==> config.mk <==
export PLATFORM = sky130hd
export DESIGN_NAME = igmp_group_membership_table_top
export DESIGN_NICKNAME = d
export VERILOG_FILES = /design/src/sv/igmp_pkg.sv /design/src/sv/igmp_regs.sv /design/src/sv/igmp_ctrl.sv /design/src/sv/igmp_dp.sv /design/src/sv/igmp_group_membership_table_top.sv
export SDC_FILE = /design/constraint.sdc
export NUM_CORES = 2
export LEC_CHECK = 0
export BUFFER_PORTS_ARGS = -buffer_cell sky130_fd_sc_hd__buf_2
export CORE_UTILIZATION = 50
export DETAILED_ROUTE_END_ITERATION = 10
export HOLD_SLACK_MARGIN = 0.03
export PLACE_DENSITY = 0.66
export SLEW_MARGIN = 20
export SYNTH_ARGS = -nofsm -noshare
export SYNTH_HDL_FRONTEND = slang
export SYNTH_SLANG_ARGS = --single-unit
==> constraint.sdc <==
create_clock -name clk_i -period 8.65 [get_ports clk_i]
set_input_delay 0 -clock clk_i [delete_from_list [all_inputs] [get_ports clk_i]]
set_output_delay 0 -clock clk_i [all_outputs]
set_load 0.05 [all_outputs]
==> src/sv/igmp_pkg.sv <==
// Shared types, sizes and codes for the group membership table.
// No dependencies; used by every module of the block.
package igmp_pkg;

  localparam int PORT_COUNT      = 3;
  localparam int GROUPS_PER_PORT = 16;
  localparam int TIMER_BITS      = 20;

  localparam int ENTRY_COUNT = PORT_COUNT * GROUPS_PER_PORT;
  localparam int ADDR_W      = (ENTRY_COUNT > 1) ? $clog2(ENTRY_COUNT) : 1;
  localparam int PORT_W      = (PORT_COUNT > 1) ? $clog2(PORT_COUNT) : 1;
  localparam int K_W         = (GROUPS_PER_PORT > 1) ? $clog2(GROUPS_PER_PORT) : 1;

  // field widths of the request and result
  localparam int REQ_W   = 2;
  localparam int PORTF_W = 2;
  localparam int REC_W   = 8;
  localparam int GRP_W   = 32;
  localparam int FWD_W   = 3;

  // configuration port
  localparam int CFG_IDX_W  = 3;
  localparam int CFG_DATA_W = 16;
  localparam logic [CFG_IDX_W-1:0] CFG_ROBUSTNESS  = 3'd0;
  localparam logic [CFG_IDX_W-1:0] CFG_QUERY_INTV  = 3'd1;
  localparam logic [CFG_IDX_W-1:0] CFG_RESP_INTV   = 3'd2;
  localparam logic [CFG_IDX_W-1:0] CFG_LM_INTV     = 3'd3;
  localparam logic [CFG_IDX_W-1:0] CFG_LM_COUNT    = 3'd4;

  // timer arithmetic, wide enough for TIMER_BITS up to 32
  localparam int CALC_W = 33;
  localparam logic [CALC_W-1:0] TIMER_SAT = (CALC_W'(1) << TIMER_BITS) - CALC_W'(1);

  // request and record codes
  localparam logic [REQ_W-1:0] REQ_REPORT = 2'd0;
  localparam logic [REQ_W-1:0] REQ_TICK   = 2'd1;
  localparam logic [REQ_W-1:0] REQ_DATA   = 2'd2;

  localparam logic [REC_W-1:0] REC_IS_EXCLUDE = 8'd2;
  localparam logic [REC_W-1:0] REC_TO_INCLUDE = 8'd3;
  localparam logic [REC_W-1:0] REC_TO_EXCLUDE = 8'd4;

  typedef enum logic [1:0] {
    OP_NONE,
    OP_REPORT,
    OP_TICK,
    OP_DATA
  } op_e;

  typedef struct packed {
    logic [GRP_W-1:0]      group;
    logic                  exclude;
    logic [TIMER_BITS-1:0] timer;
  } entry_t;

  typedef struct packed {
    logic [TIMER_BITS-1:0] gmi;
    logic [TIMER_BITS-1:0] lmqt;
  } timers_t;

  // controller -> datapath
  typedef struct packed {
    logic init;    // latch request, set up scan
    logic issue;   // read the entry at the scan address
    logic finish;  // final update and result
  } cmd_t;

  // datapath -> controller
  typedef struct packed {
    logic nop;     // incoming request does no scan
    logic last;    // scan address is the last entry of the scan
  } status_t;

endpackage

==> src/sv/igmp_regs.sv <==
// Configuration registers and the derived GMI and LMQT timer values.
// Depends on igmp_pkg.
module igmp_regs (
  input  logic                              clk_i,
  input  logic                              rst_ni,
  input  logic                              cfg_we_i,
  input  logic [igmp_pkg::CFG_IDX_W-1:0]    cfg_index_i,
  input  logic [igmp_pkg::CFG_DATA_W-1:0]   cfg_wdata_i,
  output igmp_pkg::timers_t                 timers_o
);

  logic [2:0]  robust_q;
  logic [15:0] qintv_q;
  logic [7:0]  rintv_q;
  logic [7:0]  lmintv_q;
  logic [7:0]  lmcnt_q;

  logic [18:0]                     gmi_prod;
  logic [15:0]                     lmqt_prod;
  logic [igmp_pkg::CALC_W-1:0]     gmi_sum;
  logic [igmp_pkg::CALC_W-1:0]     lmqt_ext;

  always_ff @(posedge clk_i or negedge rst_ni) begin
    if (!rst_ni) begin
      robust_q <= 3'd2;
      qintv_q  <= 16'd1250;
      rintv_q  <= 8'd100;
      lmintv_q <= 8'd10;
      lmcnt_q  <= 8'd2;
    end else if (cfg_we_i) begin
      unique case (cfg_index_i)
        igmp_pkg::CFG_ROBUSTNESS: robust_q <= cfg_wdata_i[2:0];
        igmp_pkg::CFG_QUERY_INTV: qintv_q  <= cfg_wdata_i;
        igmp_pkg::CFG_RESP_INTV:  rintv_q  <= cfg_wdata_i[7:0];
        igmp_pkg::CFG_LM_INTV:    lmintv_q <= cfg_wdata_i[7:0];
        igmp_pkg::CFG_LM_COUNT:   lmcnt_q  <= cfg_wdata_i[7:0];
        default: ;
      endcase
    end
  end

  assign gmi_prod  = 19'(robust_q) * 19'(qintv_q);
  assign lmqt_prod = 16'(lmintv_q) * 16'(lmcnt_q);
  assign gmi_sum   = igmp_pkg::CALC_W'(gmi_prod) + igmp_pkg::CALC_W'(rintv_q);
  assign lmqt_ext  = igmp_pkg::CALC_W'(lmqt_prod);

  // saturate to the timer width
  always_comb begin
    timers_o.gmi  = (gmi_sum > igmp_pkg::TIMER_SAT) ?
                    igmp_pkg::TIMER_BITS'(igmp_pkg::TIMER_SAT) :
                    igmp_pkg::TIMER_BITS'(gmi_sum);
    timers_o.lmqt = (lmqt_ext > igmp_pkg::TIMER_SAT) ?
                    igmp_pkg::TIMER_BITS'(igmp_pkg::TIMER_SAT) :
                    igmp_pkg::TIMER_BITS'(lmqt_ext);
  end

endmodule

==> src/sv/igmp_ctrl.sv <==
// Sequencer for one request: accept, scan entries, drain, finish; an ignored request goes straight to finish.
// Depends on igmp_pkg.
module igmp_ctrl (
  input  logic                clk_i,
  input  logic                rst_ni,
  input  logic                start_i,
  input  igmp_pkg::status_t   status_i,
  output igmp_pkg::cmd_t      cmd_o,
  output logic                busy_o
);

  localparam logic [1:0] ST_IDLE   = 2'd0;
  localparam logic [1:0] ST_SCAN   = 2'd1;
  localparam logic [1:0] ST_DRAIN  = 2'd2;
  localparam logic [1:0] ST_FINISH = 2'd3;

  logic [1:0] state_q, state_d;

  always_ff @(posedge clk_i or negedge rst_ni) begin
    if (!rst_ni) begin
      state_q <= ST_IDLE;
    end else begin
      state_q <= state_d;
    end
  end

  always_comb begin
    state_d = state_q;
    cmd_o   = '0;
    unique case (state_q)
      ST_IDLE: begin
        if (start_i) begin
          cmd_o.init = 1'b1;
          state_d    = status_i.nop ? ST_FINISH : ST_SCAN;
        end
      end
      ST_SCAN: begin
        cmd_o.issue = 1'b1;
        if (status_i.last) begin
          state_d = ST_DRAIN;
        end
      end
      ST_DRAIN: begin
        state_d = ST_FINISH;
      end
      ST_FINISH: begin
        cmd_o.finish = 1'b1;
        state_d      = ST_IDLE;
      end
      default: begin
        state_d = ST_IDLE;
      end
    endcase
  end

  assign busy_o = (state_q != ST_IDLE);

endmodule

==> src/sv/igmp_dp.sv <==
// Datapath: entry memory, valid bits, scan counters, per-entry update, results.
// Depends on igmp_pkg.
module igmp_dp (
  input  logic                              clk_i,
  input  logic                              rst_ni,
  input  igmp_pkg::cmd_t                    cmd_i,
  output igmp_pkg::status_t                 status_o,
  input  igmp_pkg::timers_t                 timers_i,
  input  logic [igmp_pkg::REQ_W-1:0]        req_type_i,
  input  logic [igmp_pkg::PORTF_W-1:0]      port_i,
  input  logic [igmp_pkg::REC_W-1:0]        record_type_i,
  input  logic [igmp_pkg::GRP_W-1:0]        group_address_i,
  output logic                              result_valid_o,
  output logic [igmp_pkg::FWD_W-1:0]        forward_mask_o,
  output logic                              query_valid_o,
  output logic [igmp_pkg::PORTF_W-1:0]      query_port_o,
  output logic [igmp_pkg::GRP_W-1:0]        query_group_o,
  output logic                              table_full_o
);

  localparam int AW = igmp_pkg::ADDR_W;
  localparam int PW = igmp_pkg::PORT_W;
  localparam int KW = igmp_pkg::K_W;
  localparam int TW = igmp_pkg::TIMER_BITS;

  igmp_pkg::entry_t mem [igmp_pkg::ENTRY_COUNT];
  igmp_pkg::entry_t rdata_q;
  logic [igmp_pkg::ENTRY_COUNT-1:0] valid_q;

  igmp_pkg::op_e                    op_q, op_in;
  logic [igmp_pkg::REC_W-1:0]       rec_q;
  logic [igmp_pkg::GRP_W-1:0]       grp_q;
  logic [igmp_pkg::PORTF_W-1:0]     rport_q;

  logic [AW-1:0] addr_q;
  logic [PW-1:0] p_q;
  logic [KW-1:0] k_q;

  // read-data stage
  logic          sv_q;
  logic [AW-1:0] sa_q;
  logic [PW-1:0] sp_q;

  logic          found_q, found_excl_q, free_q;
  logic [AW-1:0] found_addr_q, free_addr_q;
  logic [igmp_pkg::FWD_W-1:0] fwd_q;

  logic             we;
  logic [AW-1:0]    waddr;
  igmp_pkg::entry_t wdata;
  logic             s_valid, s_match;
  logic             q_hit, join_new, join_full;

  always_comb begin
    op_in = igmp_pkg::OP_NONE;
    unique case (req_type_i)
      igmp_pkg::REQ_REPORT:
        if (32'(port_i) < igmp_pkg::PORT_COUNT) op_in = igmp_pkg::OP_REPORT;
      igmp_pkg::REQ_TICK: op_in = igmp_pkg::OP_TICK;
      igmp_pkg::REQ_DATA: op_in = igmp_pkg::OP_DATA;
      default: op_in = igmp_pkg::OP_NONE;
    endcase
  end

  assign status_o.nop  = (op_in == igmp_pkg::OP_NONE);
  assign status_o.last = (k_q == KW'(igmp_pkg::GROUPS_PER_PORT - 1)) &&
                         ((op_q == igmp_pkg::OP_REPORT) ||
                          (p_q == PW'(igmp_pkg::PORT_COUNT - 1)));

  assign s_valid = valid_q[sa_q];
  assign s_match = s_valid && (rdata_q.group == grp_q);

  // report outcomes at finish
  assign q_hit     = cmd_i.finish && (op_q == igmp_pkg::OP_REPORT) &&
                     (rec_q == igmp_pkg::REC_TO_INCLUDE) && found_q;
  assign join_new  = cmd_i.finish && (op_q == igmp_pkg::OP_REPORT) &&
                     (rec_q == igmp_pkg::REC_TO_EXCLUDE) && !found_q && free_q;
  assign join_full = cmd_i.finish && (op_q == igmp_pkg::OP_REPORT) &&
                     (rec_q == igmp_pkg::REC_TO_EXCLUDE) && !found_q && !free_q;

  // memory write: tick write-back in the data stage, report update at finish
  always_comb begin
    we    = 1'b0;
    waddr = sa_q;
    wdata = rdata_q;
    if (sv_q && op_q == igmp_pkg::OP_TICK && s_valid) begin
      we = 1'b1;
      if (rdata_q.timer == '0) begin
        wdata.exclude = 1'b0;
      end else begin
        wdata.timer = rdata_q.timer - TW'(1);
      end
    end else if (cmd_i.finish && op_q == igmp_pkg::OP_REPORT) begin
      waddr         = found_addr_q;
      wdata.group   = grp_q;
      wdata.exclude = found_excl_q;
      wdata.timer   = timers_i.gmi;
      case (rec_q)
        igmp_pkg::REC_IS_EXCLUDE: we = found_q;
        igmp_pkg::REC_TO_INCLUDE: begin
          we          = found_q;
          wdata.timer = timers_i.lmqt;
        end
        igmp_pkg::REC_TO_EXCLUDE: begin
          we            = found_q || free_q;
          wdata.exclude = 1'b1;
          if (!found_q) waddr = free_addr_q;
        end
        default: we = 1'b0;
      endcase
    end
  end

  always_ff @(posedge clk_i) begin
    if (we) mem[waddr] <= wdata;
    if (cmd_i.issue) rdata_q <= mem[addr_q];
  end

  // request payload and scan bookkeeping
  always_ff @(posedge clk_i) begin
    if (cmd_i.init) begin
      rec_q   <= record_type_i;
      grp_q   <= group_address_i;
      rport_q <= port_i;
    end
    if (cmd_i.issue) begin
      sa_q <= addr_q;
      sp_q <= p_q;
    end
  end

  always_ff @(posedge clk_i or negedge rst_ni) begin
    if (!rst_ni) begin
      op_q           <= igmp_pkg::OP_NONE;
      addr_q         <= '0;
      p_q            <= '0;
      k_q            <= '0;
      sv_q           <= 1'b0;
      found_q        <= 1'b0;
      found_excl_q   <= 1'b0;
      found_addr_q   <= '0;
      free_q         <= 1'b0;
      free_addr_q    <= '0;
      fwd_q          <= '0;
      valid_q        <= '0;
      result_valid_o <= 1'b0;
      forward_mask_o <= '0;
      query_valid_o  <= 1'b0;
      query_port_o   <= '0;
      query_group_o  <= '0;
      table_full_o   <= 1'b0;
    end else begin
      sv_q           <= cmd_i.issue;
      result_valid_o <= cmd_i.finish;

      if (cmd_i.init) begin
        op_q    <= op_in;
        found_q <= 1'b0;
        free_q  <= 1'b0;
        fwd_q   <= '0;
        k_q     <= '0;
        if (op_in == igmp_pkg::OP_REPORT) begin
          p_q    <= PW'(port_i);
          addr_q <= AW'(32'(port_i) * igmp_pkg::GROUPS_PER_PORT);
        end else begin
          p_q    <= '0;
          addr_q <= '0;
        end
      end

      if (cmd_i.issue) begin
        addr_q <= AW'(addr_q + AW'(1));
        if (k_q == KW'(igmp_pkg::GROUPS_PER_PORT - 1)) begin
          k_q <= '0;
          p_q <= PW'(p_q + PW'(1));
        end else begin
          k_q <= KW'(k_q + KW'(1));
        end
      end

      if (sv_q) begin
        case (op_q)
          igmp_pkg::OP_REPORT: begin
            if (s_match && !found_q) begin
              found_q      <= 1'b1;
              found_addr_q <= sa_q;
              found_excl_q <= rdata_q.exclude;
            end
            if (!s_valid && !free_q) begin
              free_q      <= 1'b1;
              free_addr_q <= sa_q;
            end
          end
          igmp_pkg::OP_DATA: begin
            if (s_match) begin
              if (rdata_q.timer == '0 && !rdata_q.exclude) begin
                valid_q[sa_q] <= 1'b0;
              end else if (rdata_q.exclude && rdata_q.timer != '0) begin
                for (int j = 0; j < igmp_pkg::FWD_W; j++) begin
                  if ((j < igmp_pkg::PORT_COUNT) && (32'(sp_q) == j)) fwd_q[j] <= 1'b1;
                end
              end
            end
          end
          default: ;
        endcase
      end

      // result fields are nonzero only in the strobe cycle
      forward_mask_o <= (cmd_i.finish && op_q == igmp_pkg::OP_DATA) ? fwd_q : '0;
      query_valid_o  <= q_hit;
      query_port_o   <= q_hit ? rport_q : '0;
      query_group_o  <= q_hit ? grp_q : '0;
      table_full_o   <= join_full;
      if (join_new) valid_q[free_addr_q] <= 1'b1;
    end
  end

endmodule

==> src/sv/igmp_group_membership_table_top.sv <==
// IGMPv3 group membership table top: regs, controller, datapath (igmp_pkg, igmp_regs,
// igmp_ctrl, igmp_dp). A report scans its port's GROUPS_PER_PORT entries, a tick or data
// packet all ENTRY_COUNT entries, then drain and finish; an ignored request goes to finish.
// The next start is taken while the result strobe is up; the scan reads the entry
// memory one entry per cycle, and a new request waits until the current one is done.
// Reset clears all valid bits at once; the result can not be stalled.
module igmp_group_membership_table_top (
  input  logic                              clk_i,
  input  logic                              rst_ni,
  // request
  input  logic                              start_i,
  output logic                              busy_o,
  input  logic [igmp_pkg::REQ_W-1:0]        req_type_i,
  input  logic [igmp_pkg::PORTF_W-1:0]      port_i,
  input  logic [igmp_pkg::REC_W-1:0]        record_type_i,
  input  logic [igmp_pkg::GRP_W-1:0]        group_address_i,
  // configuration writes
  input  logic                              cfg_we_i,
  input  logic [igmp_pkg::CFG_IDX_W-1:0]    cfg_index_i,
  input  logic [igmp_pkg::CFG_DATA_W-1:0]   cfg_wdata_i,
  // result, one-cycle strobe
  output logic                              result_valid_o,
  output logic [igmp_pkg::FWD_W-1:0]        forward_mask_o,
  output logic                              query_valid_o,
  output logic [igmp_pkg::PORTF_W-1:0]      query_port_o,
  output logic [igmp_pkg::GRP_W-1:0]        query_group_o,
  output logic                              table_full_o
);

  igmp_pkg::timers_t timers;
  igmp_pkg::cmd_t    cmd;
  igmp_pkg::status_t status;

  // GMI / LMQT come straight from the registers, so a write is in effect
  // for the very next request.
  igmp_regs u_regs (
    .clk_i       (clk_i),
    .rst_ni      (rst_ni),
    .cfg_we_i    (cfg_we_i),
    .cfg_index_i (cfg_index_i),
    .cfg_wdata_i (cfg_wdata_i),
    .timers_o    (timers)
  );

  // Sequencer: idle -> scan (one read per cycle) -> drain -> finish, or idle -> finish if ignored.
  igmp_ctrl u_ctrl (
    .clk_i    (clk_i),
    .rst_ni   (rst_ni),
    .start_i  (start_i),
    .status_i (status),
    .cmd_o    (cmd),
    .busy_o   (busy_o)
  );

  // Reports scan only their own port's slice; ticks and data packets
  // walk the whole table. Result fields are registered.
  igmp_dp u_dp (
    .clk_i           (clk_i),
    .rst_ni          (rst_ni),
    .cmd_i           (cmd),
    .status_o        (status),
    .timers_i        (timers),
    .req_type_i      (req_type_i),
    .port_i          (port_i),
    .record_type_i   (record_type_i),
    .group_address_i (group_address_i),
    .result_valid_o  (result_valid_o),
    .forward_mask_o  (forward_mask_o),
    .query_valid_o   (query_valid_o),
    .query_port_o    (query_port_o),
    .query_group_o   (query_group_o),
    .table_full_o    (table_full_o)
  );

  // a result always closes a request that was in flight
  a_result_after_busy: assert property (@(posedge clk_i) disable iff (!rst_ni)
    result_valid_o |-> $past(busy_o))
    else $error("result strobe without a request in flight");

  // an accepted request makes the block busy
  a_accept_busy: assert property (@(posedge clk_i) disable iff (!rst_ni)
    (start_i && !busy_o) |=> busy_o)
    else $error("request accepted but block not busy");

  // query and table-full flags are only set alongside the strobe
  a_fields_with_strobe: assert property (@(posedge clk_i) disable iff (!rst_ni)
    (query_valid_o || table_full_o) |-> result_valid_o)
    else $error("query or full flag outside a result");

  // a report result never carries a forward mask
  a_exclusive_result: assert property (@(posedge clk_i) disable iff (!rst_ni)
    (query_valid_o || table_full_o) |-> (forward_mask_o == '0))
    else $error("report result with a forward mask");

endmodule

Yosys cells after proc, flatten, opt, wreduce, memory -nomap -nowiden --
Memory sizes are Yosys's and may differ from the RTL's. A register that Yosys moved wholly into a read port is not among the register bits. Index checks and enable logic that the tools add are counted.
Word-level totals: logic and storage cells 181, memories 1, bits in writable memories 2544, input port bits 67, register bits after elaboration 216, output and inout bits 41
Cells by class: add/sub/neg operators 5, equal/unequal tests 23, reduce and logical (&&, ||, !) cells 42, multiply operators 2, bitwise logic cells 3, $lt $le $gt $ge 7, muxes and demuxes 69
Memories:
- u_dp.mem | depth 48, bits a word 53, read ports 1, clocked after memory_dff 1, wr ports 1, line igmp_dp.sv:26 | igmp_pkg::entry_t mem [igmp_pkg::ENTRY_COUNT];
Operators by type and width (number):
- 2-to-1 mux 48 bit | 5
- 2-to-1 mux 20 bit | 4
- 2-to-1 mux 32 bit | 2
- 2-to-1 mux 53 bit | 1
- AND 48 bit | 1
- NOT 48 bit | 1
- OR 48 bit | 1
- 2-to-1 mux 6 bit | 7
- greater-than comparator 33 x 20 -> 1 bit (second input constant) | 1
- equality test 32 bit | 1
- 2-to-1 mux 1 bit | 25
- 2-to-1 mux 21 bit | 1
- 2-to-1 mux 3 bit | 7
- adder 19 x 8 -> 20 bit | 1
- greater-than comparator 16 x 20 -> 1 bit (second input constant) | 1
- zero test 20 bit | 1
- nonzero test 20 bit | 1
- subtractor 20 x 1 -> 20 bit (second input constant) | 1
- multiplier 3 x 16 -> 19 bit | 1
- logical AND 1 bit | 18
- equality test 8 x 2 -> 1 bit (second input constant) | 2
- multiplier 8 x 8 -> 16 bit | 1
- 2-to-1 mux 2 bit | 8
- equality test 2 bit (second input constant) | 7
- other kinds (27) | 52

Logic depth before layout (Yosys ltp) --
word-level depth 12, mapped depth 19, gate-level depth less buffers 18

By module --
From an unflattened synthesis, not the netlist that was laid out.
Unflattened totals: cells, all modules 5348, area, all modules 112714.4 µm²
Modules (own cells, without submodules):
- igmp_dp | cells an instance 4722, instances 1, area an instance 106880.0 µm²
- igmp_regs | cells an instance 609, instances 1, area an instance 5654.2 µm²
- igmp_ctrl | cells an instance 17, instances 1, area an instance 180.2 µm²

Worst setup path before layout --
No wires, ideal clock.
path kind reg-to-reg, from register u_regs.lmintv_q[6], to memory u_dp.mem[0][14] in the netlist's numbering, data pin, path buffers 1, setup slack 2.046 ns, cell stages (with the launch flop) 17, clock period less this slack 6.604 ns, library setup time 0.629 ns, arrival time 5.975 ns, path through dfrtp_1 clkbuf_1 nand2_1 fa_1 inv_1 fa_1 fa_1 inv_1 fa_1 inv_1 ha_1 o41a_1 a41oi_1 a21oi_1 xor2_1 a21oi_1 a311oi_1
RTL lines:
- start: declaration | line igmp_regs.sv:15 | logic [7:0] lmintv_q;
- start signal: assignment | line igmp_regs.sv:35 | igmp_pkg::CFG_LM_INTV: lmintv_q <= cfg_wdata_i[7:0];
- end: declaration | line igmp_dp.sv:26

Worst setup path in the final report --
from register u_dp.sa_q[0], to memory u_dp.mem[6][1] in the netlist's numbering (enable)
Between the ends: cells in the longest elaborated chain, start to end 6, elaborated cells between the ends (all ways) 8
RTL lines:
- start: declaration | line igmp_dp.sv:41 | logic [AW-1:0] sa_q;
- start signal: assignment | line igmp_dp.sv:127 | sa_q <= addr_q;
- binary-select mux 1 bit (select 6 bit) | line igmp_dp.sv:70 | assign s_valid = valid_q[sa_q];
- 2-to-1 mux 1 bit (implied by the code) | line igmp_dp.sv:70
- logical AND 1 bit | line igmp_dp.sv:86 | if (sv_q && op_q == igmp_pkg::OP_TICK && s_valid) begin
- 2-to-1 mux 1 bit | line igmp_dp.sv:86
- 2-to-1 mux 1 bit | line igmp_dp.sv:115 | if (we) mem[waddr] <= wdata;
- 2-to-1 mux 1 bit (implied by the code) | line igmp_dp.sv:115
Several ways; a longest one is shown, not always the timed one. The select of a mux whose other input is x is not followed.

==> impl_metrics.tcl <==
set metrics [dict create \
    status "completed" \
    fmax_mhz 175 \
    ys_seq_area_frac 0.742 \
    place.gp.congestion 0.860 \
    crit_arrival_ns 6.24 \
    r2r-start "u_dp.sa_q[0]$_DFFE_PP_" \
    holdPathStages 4 \
    track_usage 0.271 \
    area_growth_pct 14.4 \
    max-slew-margin-rel 0.242 \
    worstPathMaxFanout 34 \
    cts_sinks 2813 \
    r2r_cells 8 \
    pin_count 108 \
    drc 0 \
    fin_crit_ns 5.72 \
    power_mw 42.3 \
    hold_viol_final 0 \
    skew_ns 0.0868 \
    numPortBuffers 107 \
    hold_path.class "in -> reg" \
    rsz0062_at_grt "no" \
    synth_edf_count 2647 \
    cp-startpoint "u_dp.sa_q[0]$_DFFE_PP_" \
    tns_ns 0 \
    cap_violations 0 \
    startpoint_type "register" \
    synth_nets 6020 \
    regToRegEndpoint "u_dp.mem[6][1]$_DFFE_PP_" \
    hpwl_um 169000 \
    syn-cell-area_mm2 0.113 \
    initialDrtViolationCount 8016 \
    power_density_mw_per_mm2 328 \
    r2r_slack_ns 2.93 \
    clk-insertion-delay-late_ns 0.95 \
    setup_viol 0 \
    detail-route-antenna-nets 0 \
    cts_tree "done" \
    final_cell_mix "2647 x edfxtp_1, 604 x mux4_2, 426 x nand2_1" \
    synth_cell_types 77 \
    initial_utilization 0.505 \
    crit_path_end_kind "register" \
    wl_per_cell_um 32.6 \
    dr.pass1.iters 5 \
    wl_um 308000 \
    grt_pass1_wl_um 439000 \
    post_cts_resize_count 0 \
    multi_input_area_mm2 0.0281 \
    syn_avg_cell_area_um2 19.4 \
    placeableCoreArea_mm2 0.223 \
    finalNetCount 6459 \
    die_w_um 477 \
    cp.required_ns 9.17 \
    cts_buffer_depth 4 \
    max_slew.worst_pin.slew_ns 1.13 \
    seq_area_mm2 0.0837 \
    grt_max_degree 112 \
    clkTransAtPathRegs_ns 0.06 \
    worst-setup-path-type "reg -> reg" \
    synthCells 5819 \
    dieArea_mm2 0.227 \
    min_period_over_period 0.661 \
    vdd_ir_drop_max_mv 0.375 \
    via_count 60396 \
    ys_warn_count 0 \
    hold_start "start_i" \
    drv_slew 0 \
    grt_antenna_before_repair 5 \
    via_per_inst 6.39 \
    hold-path-endpoint "u_ctrl.state_q[0]$_DFFE_PN0P_" \
    ys_ff_latch 2813 \
    cts_made_buffers 305 \
    grt_remaining_overflow 0 \
    ys.flop_type "edfxtp_1" \
    grt_pass1_vias 60228 \
    layout_commonest_cell "edfxtp_1" \
    post_cts_buffers 0 \
    die_h_um 477 \
    drive_above_1_share 0.229 \
    leakagePower_nw 42.5 \
    clockRootBuffer "clkbuf_16" \
    fill_cells 16145 \
    placementRows 173 \
    async_reset_ff_frac 0.0590 \
    htreeDepth 5 \
]
-- worst max-delay path, cell delays in order, from the launching register on --
cell      delay (ns)
edfxtp_1        0.80
inv_1           0.31
mux4_2          0.40
nor2b_1         0.30
o21ai_2         0.31
a21oi_1         0.51
nand3_1         0.69
nor2_4          1.10
buf_4           0.82
-- layout make-up --
type | count | share of cell area
multi-input cells | 2600 | 0.218
well taps | 2975 | 0.0289
clock inverters | 144 | 0.0100
flip-flops and latches | 2813 | 0.649
diodes | 2 | 0.0000388
clock buffers | 381 | 0.0632
repair buffers | 434 | 0.0282
inverters | 104 | 0.00312
-- worst max path at each step --
stage | cells past startpoint | to
2_1_floorplan | 16 | u_dp.mem[0][14]$_DFFE_PP_
3_3_place_gp | 17 | u_dp.mem[28][13]$_DFFE_PP_
3_5_place_dp | 17 | u_dp.mem[28][13]$_DFFE_PP_
4_1_cts | 17 | u_dp.mem[31][13]$_DFFE_PP_
5_1_grt | 7 | u_dp.mem[7][49]$_DFFE_PP_
6_report | 8 | u_dp.mem[6][1]$_DFFE_PP_
-- sequential cells by signal, indices dropped and copies added, names as in the netlist, 16 cells and up --
signal / cells
u_dp.grp_q: 32
u_regs.qintv_q: 16
u_dp.valid_q: 48
u_dp.query_group_o: 32
u_dp.rdata_q: 53
u_dp.mem: 2544
-- logic make-up (layout without fill, tap and decap cells) --
logic type,count (synthesis),after routing,share of synthesized area
flip-flops,2813,2813,0.742
multiplexers,914,914,0.149
AND/OR/NAND/NOR,903,903,0.0363
AO/OA/AOI/OAI,596,596,0.0352
buffers and inverters,406,1063,0.0143
adder cells (fa/ha/maj),134,134,0.0187
XOR/XNOR,53,53,0.00412
other,0,2,0
-- power breakdown --
| group | total, mW | internal, mW | switching [mW] |
|---|---|---|---|
| clock network | 12.5 | 7.26 | 5.23 |
| logic | 11.8 | 4.50 | 7.31 |
| registers | 18.0 | 17.4 | 0.567 |
| total | 42.3 | 29.2 | 13.1 |
-- timing repair --
| action | CTS | global route |
|---|---|---|
| hold buffers | 145 | 0 |
| hold endpoints to repair | 205 | 0 |
| endpoints found under the setup margin | 0 | 0 |
-- metal layers --
layer | up-vias | GRT usage | wire length, um
met2 | 3330 | 0.429 | 147000
met1 | 32023 | 0.376 | 118000
met3 | 584 | 0.0515 | 30400
met5 | - | 0 | 0
li1 | 24459 | - | -
met4 | 0 | 0.0996 | 12000
-- cell usage after synthesis (9+ instances only) --
| cell | count | area, um^2 |
|---|---|---|
| nand3_1 | 33 | 165 |
| xnor2_1 | 45 | 394 |
| and3_1 | 15 | 93.8 |
| nor3_1 | 51 | 255 |
| o221ai_1 | 108 | 946 |
| buf_1 | 64 | 240 |
| dfstp_2 | 12 | 315 |
| a31oi_1 | 13 | 81.3 |
| mux2_2 | 57 | 642 |
| and2_1 | 122 | 763 |
| edfxtp_1 | 2647 | 79500 |
| mux2i_1 | 246 | 2460 |
| dfrtp_1 | 154 | 3850 |
| nand2_1 | 432 | 1620 |
| a21oi_1 | 129 | 646 |
| o211ai_1 | 54 | 405 |
| mux4_2 | 604 | 13600 |
| clkbuf_1 | 175 | 657 |
| nor2b_1 | 11 | 68.8 |
| nor2_1 | 177 | 664 |
| a211oi_1 | 18 | 135 |
| or4_1 | 9 | 67.6 |
| o21ai_0 | 132 | 661 |
| o22ai_1 | 51 | 319 |
| inv_1 | 101 | 379 |
| nand4_1 | 9 | 56.3 |
| buf_2 | 61 | 305 |
| ha_1 | 77 | 963 |
| fa_1 | 57 | 1140 |
| o21a_1 | 9 | 67.6 |
| a32oi_1 | 10 | 87.6 |
| a221oi_1 | 9 | 78.8 |
-- stage by stage --
step                      instance area (um^2)   util  cells  worst slack (ns)  hold WS [ns]
after CTS                               129000  0.578   9448              2.67        0.0482
final                                   129000  0.578   9453              2.93         0.106
after floorplan                         113000      -   5819              2.05        -0.296
after detailed placement                118000  0.529   8778              2.73       -0.0137
after global routing                    129000  0.578   9452              2.76         0.110
after global placement                  118000  0.529   8777              2.71       -0.0165
No activity file was read; power rests on OpenSTA's default activity.
